==> config.mk <==
export PLATFORM = sky130hd
export DESIGN_NAME = epoch_seconds_to_date
export DESIGN_NICKNAME = d
export VERILOG_FILES = /design/src/rtl/core/es2d_pkg.sv /design/src/rtl/core/epoch_seconds_to_date.sv
export SDC_FILE = /design/constraint.sdc
export NUM_CORES = 2
export LEC_CHECK = 0
export ABC_CLOCK_PERIOD_IN_PS = 6900
export BUFFER_PORTS_ARGS = -buffer_cell sky130_fd_sc_hd__buf_2
export CAP_MARGIN = 10
export CORE_ASPECT_RATIO = 0.7
export CORE_MARGIN = 2
export CORE_UTILIZATION = 55
export DETAILED_ROUTE_END_ITERATION = 12
export PLACE_DENSITY = 0.74
export SYNTH_ARGS = -nofsm -noshare
export SYNTH_HDL_FRONTEND = slang
export SYNTH_SLANG_ARGS = --single-unit
==> constraint.sdc <==
create_clock -name clock -period 6.9 [get_ports clock]
set_input_delay 0.345 -clock clock [delete_from_list [all_inputs] [get_ports clock]]
set_output_delay 0.345 -clock clock [all_outputs]
set_load 0.02 [all_outputs]
==> src/rtl/core/es2d_pkg.sv <==
// Constants and helper function for the epoch seconds to civil date pipeline.
package es2d_pkg;

   // pipeline depth, input register stage through output register
   localparam int unsigned STAGES = 7;

   // lowest timestamp that yields a date
   localparam logic [31:0] VALID_FLOOR = 32'd1000000000;

   // seconds per day is 128 * 675; reciprocal of 675 scaled by 2^35
   localparam int unsigned DAY_SHIFT_IN = 7;
   localparam logic [25:0] DAY_RECIP    = 26'd50903317;
   localparam int unsigned DAY_FRAC     = 35;

   // day of era = days + 719468 - 5 * 146097 (era is 5 for every valid timestamp)
   localparam logic [15:0] ERA_OFFSET = 16'd11017;

   // reciprocal of 365 scaled by 2^23, applied to doe / 4 for doe / 1460
   localparam logic [14:0] QUAD_RECIP = 15'd22983;
   localparam int unsigned QUAD_FRAC  = 23;

   // days per century for the century correction
   localparam logic [15:0] CENTURY_DAYS = 16'd36524;

   // reciprocal of 365 scaled by 2^25 for year of era
   localparam logic [16:0] YEAR_RECIP = 17'd91930;
   localparam int unsigned YEAR_FRAC  = 25;

   // reciprocal of 153 scaled by 2^20 for the March-based month
   localparam logic [12:0] MONTH_RECIP = 13'd6854;
   localparam int unsigned MONTH_FRAC  = 20;

   // first year of the era that holds every valid timestamp
   localparam logic [11:0] ERA_BASE_YEAR = 12'd2000;

   // first day of each March-based month within the year, (153 * mp + 2) / 5
   function automatic logic [8:0] month_start(input logic [4:0] mp);
      logic [8:0] start;
      case (mp)
         5'd0:    start = 9'd0;
         5'd1:    start = 9'd31;
         5'd2:    start = 9'd61;
         5'd3:    start = 9'd92;
         5'd4:    start = 9'd122;
         5'd5:    start = 9'd153;
         5'd6:    start = 9'd184;
         5'd7:    start = 9'd214;
         5'd8:    start = 9'd245;
         5'd9:    start = 9'd275;
         5'd10:   start = 9'd306;
         5'd11:   start = 9'd337;
         default: start = 9'd0;
      endcase
      return start;
   endfunction

endpackage

==> src/rtl/core/epoch_seconds_to_date.sv <==
// Registered stages carry each accepted request to its response. Throughput: one
// transaction per cycle unless a stall backs up the stages; each stage holds at most
// one reciprocal multiply, and stages advance independently so bubbles close.
// A stalled response holds its stage and backs up the stages behind it only.
// Reset (synchronous, active high) clears all stage valid bits; data needs none.
// Response tuser[0] is the valid flag; dates below one billion seconds read as zero.
module epoch_seconds_to_date (
   input  logic        clock,
   input  logic        reset,
   input  logic        req_tvalid,
   output logic        req_tready,
   input  logic [31:0] req_tdata,   // [31:0] epoch_seconds
   output logic        rsp_tvalid,
   input  logic        rsp_tready,
   output logic [23:0] rsp_tdata,   // [4:0] day_of_month, [8:5] month_number,
                                    // [20:9] year_number, [23:21] zero
   output logic [0:0]  rsp_tuser    // [0] valid_res
);
   import es2d_pkg::*;

   // stage valid bits and load enables
   logic [STAGES:1]   vld_ff;
   logic [STAGES+1:1] ld;

   // per-stage payload
   logic        s1_ok_ff,  s2_ok_ff,  s3_ok_ff,  s4_ok_ff,  s5_ok_ff,  s6_ok_ff;
   logic [15:0] s1_days_ff, s1_days_in;
   logic [15:0] s2_doe_ff,  s2_doe_in;
   logic [15:0] s3_doe_ff,  s3_n_ff,  s3_n_in;
   logic [15:0] s4_doe_ff;
   logic [7:0]  s4_yoe_ff,  s4_yoe_in;
   logic [7:0]  s5_yoe_ff;
   logic [8:0]  s5_doy_ff,  s5_doy_in;
   logic [7:0]  s6_yoe_ff;
   logic [8:0]  s6_doy_ff;
   logic [4:0]  s6_mp_ff,   s6_mp_in;
   logic        s7_ok_ff,   s7_ok_in;
   logic [4:0]  s7_day_ff,  s7_day_in;
   logic [3:0]  s7_mon_ff,  s7_mon_in;
   logic [11:0] s7_year_ff, s7_year_in;

   logic        s1_ok_in;
   logic [50:0] day_prod;
   logic [28:0] quad_prod;
   logic [5:0]  quad_q;
   logic        cent_hit;
   logic [32:0] year_prod;
   logic [1:0]  yoe_div100;
   logic [16:0] elapsed_days;
   logic [16:0] doy_wide;
   logic [11:0] mp_arg;
   logic [24:0] mp_prod;
   logic [8:0]  mstart;
   logic [8:0]  day_wide;

   // a stage loads when empty or when the next stage loads
   always_comb begin
      ld[STAGES+1] = rsp_tready;
      for (int k = STAGES; k >= 1; k--) begin
         ld[k] = !vld_ff[k] || ld[k+1];
      end
   end

   assign req_tready = ld[1];
   assign rsp_tvalid = vld_ff[STAGES];

   always_ff @(posedge clock) begin
      if (reset) begin
         vld_ff <= '0;
      end else begin
         if (ld[1]) begin
            vld_ff[1] <= req_tvalid;
         end
         for (int k = 2; k <= STAGES; k++) begin
            if (ld[k]) begin
               vld_ff[k] <= vld_ff[k-1];
            end
         end
      end
   end

   // stage 1: whole days via reciprocal of 675 on seconds / 128
   always_comb begin
      day_prod   = {26'd0, req_tdata[31:DAY_SHIFT_IN]} * {25'd0, DAY_RECIP};
      s1_days_in = day_prod[DAY_FRAC+15:DAY_FRAC];
      s1_ok_in   = req_tdata >= VALID_FLOOR;
   end

   // stage 2: day of era
   assign s2_doe_in = s1_days_ff - ERA_OFFSET;

   // stage 3: doe - doe/1460 + doe/36524 (doe/146096 is always zero here)
   always_comb begin
      quad_prod = {15'd0, s2_doe_ff[15:2]} * {14'd0, QUAD_RECIP};
      quad_q    = quad_prod[QUAD_FRAC+5:QUAD_FRAC];
      cent_hit  = s2_doe_ff >= CENTURY_DAYS;
      s3_n_in   = s2_doe_ff - {10'd0, quad_q} + {15'd0, cent_hit};
   end

   // stage 4: year of era
   always_comb begin
      year_prod = {17'd0, s3_n_ff} * {16'd0, YEAR_RECIP};
      s4_yoe_in = year_prod[YEAR_FRAC+7:YEAR_FRAC];
   end

   // stage 5: day of year from March 1
   always_comb begin
      if (s4_yoe_ff >= 8'd200) begin
         yoe_div100 = 2'd2;
      end else if (s4_yoe_ff >= 8'd100) begin
         yoe_div100 = 2'd1;
      end else begin
         yoe_div100 = 2'd0;
      end
      elapsed_days = 17'd365 * {9'd0, s4_yoe_ff} + {11'd0, s4_yoe_ff[7:2]}
                     - {15'd0, yoe_div100};
      doy_wide  = {1'b0, s4_doe_ff} - elapsed_days;
      s5_doy_in = doy_wide[8:0];
   end

   // stage 6: March-based month, (5 * doy + 2) / 153
   always_comb begin
      mp_arg   = 12'd5 * {3'd0, s5_doy_ff} + 12'd2;
      mp_prod  = {13'd0, mp_arg} * {12'd0, MONTH_RECIP};
      s6_mp_in = mp_prod[MONTH_FRAC+4:MONTH_FRAC];
   end

   // stage 7: day, January-based month, year; zero fields for early timestamps
   always_comb begin
      mstart   = month_start(s6_mp_ff);
      day_wide = s6_doy_ff - mstart + 9'd1;
      s7_ok_in = s6_ok_ff;
      if (s6_mp_ff < 5'd10) begin
         s7_mon_in = 4'(s6_mp_ff + 5'd3);
      end else begin
         s7_mon_in = 4'(s6_mp_ff - 5'd9);
      end
      s7_year_in = ERA_BASE_YEAR + {4'd0, s6_yoe_ff}
                   + {11'd0, (s7_mon_in <= 4'd2)};
      s7_day_in  = day_wide[4:0];
      if (!s6_ok_ff) begin
         s7_mon_in  = '0;
         s7_year_in = '0;
         s7_day_in  = '0;
      end
   end

   // payload registers
   always_ff @(posedge clock) begin
      if (ld[1]) begin
         s1_ok_ff   <= s1_ok_in;
         s1_days_ff <= s1_days_in;
      end
      if (ld[2]) begin
         s2_ok_ff  <= s1_ok_ff;
         s2_doe_ff <= s2_doe_in;
      end
      if (ld[3]) begin
         s3_ok_ff  <= s2_ok_ff;
         s3_doe_ff <= s2_doe_ff;
         s3_n_ff   <= s3_n_in;
      end
      if (ld[4]) begin
         s4_ok_ff  <= s3_ok_ff;
         s4_doe_ff <= s3_doe_ff;
         s4_yoe_ff <= s4_yoe_in;
      end
      if (ld[5]) begin
         s5_ok_ff  <= s4_ok_ff;
         s5_yoe_ff <= s4_yoe_ff;
         s5_doy_ff <= s5_doy_in;
      end
      if (ld[6]) begin
         s6_ok_ff  <= s5_ok_ff;
         s6_yoe_ff <= s5_yoe_ff;
         s6_doy_ff <= s5_doy_ff;
         s6_mp_ff  <= s6_mp_in;
      end
      if (ld[7]) begin
         s7_ok_ff   <= s7_ok_in;
         s7_day_ff  <= s7_day_in;
         s7_mon_ff  <= s7_mon_in;
         s7_year_ff <= s7_year_in;
      end
   end

   assign rsp_tdata = {3'd0, s7_year_ff, s7_mon_ff, s7_day_ff};
   assign rsp_tuser = s7_ok_ff;

`ifndef SYNTH
   // an accepted transaction always occupies stage 1 next cycle
   a_accept_fills: assert property (@(posedge clock) disable iff (reset)
      req_tvalid && req_tready |=> vld_ff[1])
      else $error("accepted transaction did not enter the pipeline");

   // a stalled response keeps its contents
   a_stall_holds: assert property (@(posedge clock) disable iff (reset)
      rsp_tvalid && !rsp_tready |=> rsp_tvalid && $stable(rsp_tdata) && $stable(rsp_tuser))
      else $error("stalled response changed");

   // flagged responses carry a proper month and a year in range
   a_date_range: assert property (@(posedge clock) disable iff (reset)
      rsp_tvalid && rsp_tuser[0] |-> s7_mon_ff != 4'd0 && s7_mon_ff <= 4'd12
         && s7_day_ff != 5'd0 && s7_year_ff >= 12'd2001 && s7_year_ff <= 12'd2106)
      else $error("date out of range");

   // unflagged responses are all zero
   a_early_zero: assert property (@(posedge clock) disable iff (reset)
      rsp_tvalid && !rsp_tuser[0] |-> rsp_tdata == 24'd0)
      else $error("early timestamp produced nonzero fields");
`endif

endmodule

### Word-level counts from Yosys, hierarchy flattened

Memories as Yosys holds them, arrays and structs flattened. A register that Yosys moved wholly into a read port is not among the register bits.
Index checks and enable logic that the tools add are counted.

* register bits after elaboration: 144
* memory bits (read-only): 144
* input bits: 36
* memories kept: 1

* $add $sub $neg: 13
* multiply operators: 6
* magnitude comparators: 6
* mux-type cells: 5
* reductions and logical operators: 14

Memory list
* (no name shown): depth 16, bits a word 9, rd ports 1, clocked after memory_dff 1, write ports 0, line es2d_pkg.sv:39 `case (mp)`

Operators with widths (number)
* multiplier 25 x 26 -> 51 bit (second input constant): 1
* >= comparator 32 x 30 -> 1 bit (second input constant): 1
* multiplier 16 x 16 -> 32 bit (second input constant): 1
* multiplier 14 x 15 -> 29 bit (second input constant): 1
* multiplier 12 x 12 -> 24 bit (second input constant): 1
* adder 16 x 1 -> 16 bit: 1
* >= comparator 16 bit (second input constant): 1
* subtractor 16 x 14 -> 16 bit (second input constant): 1
* subtractor 16 x 6 -> 16 bit: 1
* adder 11 x 8 -> 12 bit (first input constant): 1
* adder 12 x 1 -> 12 bit: 1
* adder 12 x 2 -> 12 bit (second input constant): 1
* multiplier 3 x 9 -> 12 bit (first input constant): 1
* adder 9 x 6 -> 9 bit: 1
* multiplier 9 x 8 -> 9 bit (first input constant): 1
* subtractor 9 x 2 -> 9 bit: 1
* subtractor 9 bit: 1
* >= comparator 8 x 7 -> 1 bit (second input constant): 1
* >= comparator 8 bit (second input constant): 1
* two-way mux 4 bit: 2
* zero test 1 bit: 7
* logical OR 1 bit: 7
* adder 5 x 1 -> 5 bit (second input constant): 1
* less-than comparator 5 x 4 -> 1 bit (second input constant): 1
* 7 further kinds: 7

### Longest topological paths before layout

* word-level depth: 8
* mapped depth: 34
* depth with buffers taken out: 34

### Least setup slack after synthesis

No wires, ideal clock.

* kind: flip-flop to flip-flop
* start point: register s2_doe_ff[7]
* end point: register s3_n_ff[14], data pin
* library setup time: 0.264 ns
* arrival: 7.000 ns
* data required time: 6.636 ns
* setup slack: -0.363 ns
* stages on the path, launching flop included: 34
* path through: edfxtp_1 > ha_1 > inv_1 > ha_1 > inv_1 > fa_1 > inv_1 > fa_1 > fa_1 > inv_1 > fa_1 > inv_1 > ha_1 > a211o_1 > a211oi_1 > o211ai_1 > and3_1 > o21a_1 > a31oi_1 > xnor2_1 > ha_1 > inv_1 > ha_1 > inv_1 > fa_1 > nor2b_1 > o21ai_0 > a21boi_0 > o21a_1 > o22a_1 > a311o_1 > nand2_1 > a221oi_1 > xnor2_1

* longest elaborated chain between the ends: 3

Ends and longest elaborated chain
* from (decl): line epoch_seconds_to_date.sv:28 `logic [15:0] s2_doe_ff, s2_doe_in;`
* from (signal assigned): line epoch_seconds_to_date.sv:156 `s2_doe_ff <= s2_doe_in;`
* multiplier 14 x 15 -> 29 bit: line epoch_seconds_to_date.sv:94 `quad_prod = {15'd0, s2_doe_ff[15:2]} * {14'd0, QUAD_RECIP};`
* subtractor 16 x 6 -> 16 bit: line epoch_seconds_to_date.sv:97 `s3_n_in = s2_doe_ff - {10'd0, quad_q} + {15'd0, cent_hit};`
* adder 16 x 1 -> 16 bit *: line epoch_seconds_to_date.sv:97
* named net s3_n_in[14]: line epoch_seconds_to_date.sv:29 `logic [15:0] s3_doe_ff, s3_n_ff, s3_n_in;`
* to (signal assigned): line epoch_seconds_to_date.sv:161 `s3_n_ff <= s3_n_in;`
* to (decl): line epoch_seconds_to_date.sv:29

The timed path passes the listed nets; every way through them passes the cells marked *.
A chain may end at the register's enable or synchronous reset.

### Final worst setup path

* start point: register s2_doe_ff[9]
* end point: register s3_n_ff[14], data pin

Same word-level chain as after synthesis.

==> impl_summary.txt <==
----------------------------------------------------
[Clock tree]
  CTS tree ... built
  Clock buffer count from CTS ... 17
  Longest Clk Path Bufs ... 2
  Clock latency of the later-clocked register in the worst-skew pair ... 0.44 ns
  Clk Tree Root Cell ... clkbuf_16
  Clk pin slew, worst setup/hold paths ... 0.07 ns
  Clk sinks ... 149
  Total number of H-tree levels ... 4

[Detailed routing]
  Detailed route wirelength on metal2 ... 26900 um
  Average detailed-routed wire length per instance ... about 18 um
  Iteration-0 DRC Markers ... 1023
  Final Routed Wirelength ... between 60000 and 70000 um
  First-pass iteration count of the detailed router ... 7
  Uppermost layer routed ... met4
  Number of design rule violations left after detail routing ... 0
  Overall via count from detail_route ... 17921
  Met1 routed wirelength after detailed routing ... 28500 um
  Via density per instance ... 5.31
  Residual antenna-violating net count after detailed routing ... 0
  Met3 wire len ... 4010 um

[Layout]
  Filler cell count ... 3839
  Area overhead of the layout relative to synthesis ... 12.2%
  Area of combinational cells with multiple inputs ... 21300 um^2
  Area of all sequential standard cells ... 4350 um^2
  Number of nets in the final layout ... 3858
  Layout cell share with drive strength beyond 1 ... 12.6%
  Leading cell types in the layout, fill and taps excluded ... ha_1 (698), inv_1 (627), fa_1 (394), edfxtp_1 (137), buf_4 (131)
  Diodes inserted ... 0
  Leading cell type in the layout, fill and taps excluded ... ha_1

[GRT]
  Antenna violations before repair ... 0
  Pin count of the biggest net entering global routing ... 27
  All-layer global routing usage ... 24.0%
  Number of global-route vias before repair ... 19352
  Aggregate global routing overflow ... 0
  Wire length of the first global-routing pass ... 97700 um

[Die]
  Height of the chip ... 191 um
  Core Footprint ... 49300 um^2
  Floorplan row count ... 68
  Starting density of the core ... a little under three fifths
  Die Area ... 51900 um^2
  I/O pins ... 63
  Die Width ... 271 um

[Critical path]
  Startpoint type of the worst setup path ... flip-flop
  Number of buffers and inverters on the critical path ... 4
  Highest-delay cell along the critical path ... fa_1
  Most prevalent standard cell on the critical path ... fa_1
  Endpoint kind of the worst setup timing path ... flip-flop
  WS Path Type ... flip-flop to flip-flop
  Maximum fanout along the worst path ... 2
  Required time reported for the critical path endpoint ... 7.08 ns
  Cell type group with the largest total delay on the critical path ... adder cells
  Data arrival at the endpoint of the critical path ... 7.46 ns
  Slowest Stage Delay on Critical Path ... 0.56 ns

[STA]
  Setup repair after global routing missed its margin ... true
  Pins over their slew limit ... 0
  Fin Clk Skew ... 0.0134 ns
  Slack of the critical path ... -0.382 ns
  Achievable clock frequency ... 0.137 GHz
  Final setup violation count ... 6
  Final sum of negative setup slack ... -1.14 ns
  Final hold viol count ... 0
  Time the final worst path needs with I/O delays and setup ... 7.28 ns
  Actual transition at the worst max-transition pin ... 1.10 ns
  Worst relative slew slack ... 26.3%
  Post-route fraction of the period consumed by the critical path ... 106%

[Place]
  Global placement routability congestion ... 0.924
  Detailed placement HPWL ... 52300 um
  Quantity of I/O buffers inserted on ports ... 59

[Synth]
  Yosys Warn Count ... 0
  Number of distinct library cell variants in the gate-level netlist after synthesis ... 67
  Proportion of synthesized flip-flops having asynchronous set or reset ... 0%
  Number of standard cells after synthesis ... ~2500
  Synthesis-stage register bit count ... 149
  Sequential share of the synthesized area ... roughly 16%
  Dominant synthesized flop cell ... edfxtp_1
  Post-Synthesis Mean Instance Area ... 11.1 um^2
  Summed instance area of the synthesized netlist ... 27500 um^2
  Number of enable-type register cells in the synthesized netlist ... 137

[Flow run]
  Maximum Capacitance Violations ... 0

[Status]
  Outcome ... finished with violations
  Violations in the final reports ... negative setup slack

[Hold path]
  Worst hold path type ... input pin to flip-flop

----------------------------------------------------
==> area by class of cell <==
| cell class | instances | share of cell area, % |
|---|---|---|
| Clock buffer | 18 | 1.42 |
| Clock inverter | 14 | 0.689 |
| Inverter | 646 | 7.86 |
| Multi-Input combinational cell | 1689 | 68.9 |
| Sequential cell | 149 | 14.1 |
| Tap cell | 665 | 2.69 |
| Timing Repair Buffer | 196 | 4.36 |
==> Yosys cell counts, types with 5 or more instances <==
master | number | area [um^2]
a211oi_1 | 10 | 75.1
o21ai_0 | 34 | 170
dfxtp_1 | 12 | 240
a21boi_0 | 6 | 45.0
o21a_1 | 12 | 90.1
ha_1 | 725 | 9070
nand3b_1 | 5 | 37.5
o21bai_1 | 13 | 97.6
xnor2_1 | 69 | 604
nand2_1 | 38 | 143
xor2_1 | 34 | 298
a21o_1 | 22 | 165
or2_2 | 7 | 43.8
and3_1 | 8 | 50.1
a221oi_1 | 5 | 43.8
nand3_1 | 18 | 90.1
nor2b_1 | 18 | 113
o211ai_1 | 13 | 97.6
a21oi_1 | 69 | 345
nand4_1 | 14 | 87.6
fa_1 | 398 | 7970
nor2_1 | 62 | 233
nor3_1 | 17 | 85.1
and2_1 | 16 | 100
inv_1 | 645 | 2420
nand2b_1 | 12 | 75.1
edfxtp_1 | 137 | 4110
==> worst paths after layout <==
| kind | start | endpoint | slack [ns] | cells after the start |
|---|---|---|---|---|
| max | s2_doe_ff[9]$_DFFE_PP_ | s3_n_ff[14]$_DFFE_PP_ | -0.38 | 30 |
| min | reset | vld_ff[2]$_SDFFE_PP0P_ | 0.17 | 2 |
| max reg2reg | s2_doe_ff[9]$_DFFE_PP_ | s3_n_ff[14]$_DFFE_PP_ | -0.38 | 30 |
| min reg2reg | s5_yoe_ff[6]$_DFFE_PP_ | s6_yoe_ff[6]$_DFFE_PN_ | 0.42 | 0 |
==> worst reg2reg max path: cells and delay by family, from the launching register on <==
family | cells | cell delay, ns
XOR/XNOR | 2 | 0.25
adder cells (fa/ha/maj) | 10 | 3.76
AND/OR/NAND/NOR | 3 | 0.40
AO/OA/AOI/OAI | 11 | 1.96
flip-flops | 1 | 0.44
buffers and inverters | 4 | 0.19
==> per-layer routing <==
layer,global-route usage [%],vias up
li1,-,8507
met1,35.0,8958
met2,37.3,401
met3,5.48,55
met4,3.95,0
met5,0,-
==> through the flow <==
step / std cells / hold WS [ns] / worst slack, ns / area [um^2] / util, %
after floorplan: 2491 / 0.400 / 0.00772 / 27600 / -
after global placement: 3328 / 0.401 / -0.307 / 29600 / 60.0
after detailed placement: 3328 / 0.405 / -0.496 / 29600 / 60.0
after CTS: 3366 / 0.149 / -0.459 / 30400 / 61.6
after global routing: 3377 / 0.168 / -0.711 / 30900 / 62.6
final: 3377 / 0.168 / -0.382 / 30900 / 62.6
==> cell families (layout without fill, tap and decap cells) <==
kind of cell / Yosys count / after routing / share of synthesized area (%)
compound gates: 224 / 224 / 5.51
xor+xnor: 103 / 103 / 3.28
fa+ha+maj: 1123 / 1123 / 61.9
buf+inv: 653 / 874 / 8.95
flops: 149 / 149 / 15.8
mux: 4 / 4 / 0.150
other cells: 1 / 3 / 0.0136
simple gates: 232 / 232 / 4.33
==> flip-flops by register name (all words and copies together), names as in the netlist, 7 cells and up, named ones only <==
| name | cells |
|---|---|
| s2_doe_ff | 16 |
| s3_doe_ff | 9 |
| s5_yoe_ff | 8 |
| s3_n_ff | 16 |
| s1_days_ff | 16 |
| vld_ff | 7 |
| s6_yoe_ff | 8 |
| s4_yoe_ff | 8 |
| s4_doe_ff | 9 |
| s5_doy_ff | 9 |
| s7_year_ff | 12 |
==> repair_timing <==
action / CTS / global route
endpoints found under the setup margin: 16 / 18
pin swaps: 23 / 62
endpoints found under the hold margin: 0 / 0
hold buffers: 0 / 0
buffers inserted: 6 / 12
resized for setup: 23 / 82
Power is left out: the tool's default activity adds up to more than one toggle a clock period on the data nets, which glitch-free logic cannot reach.
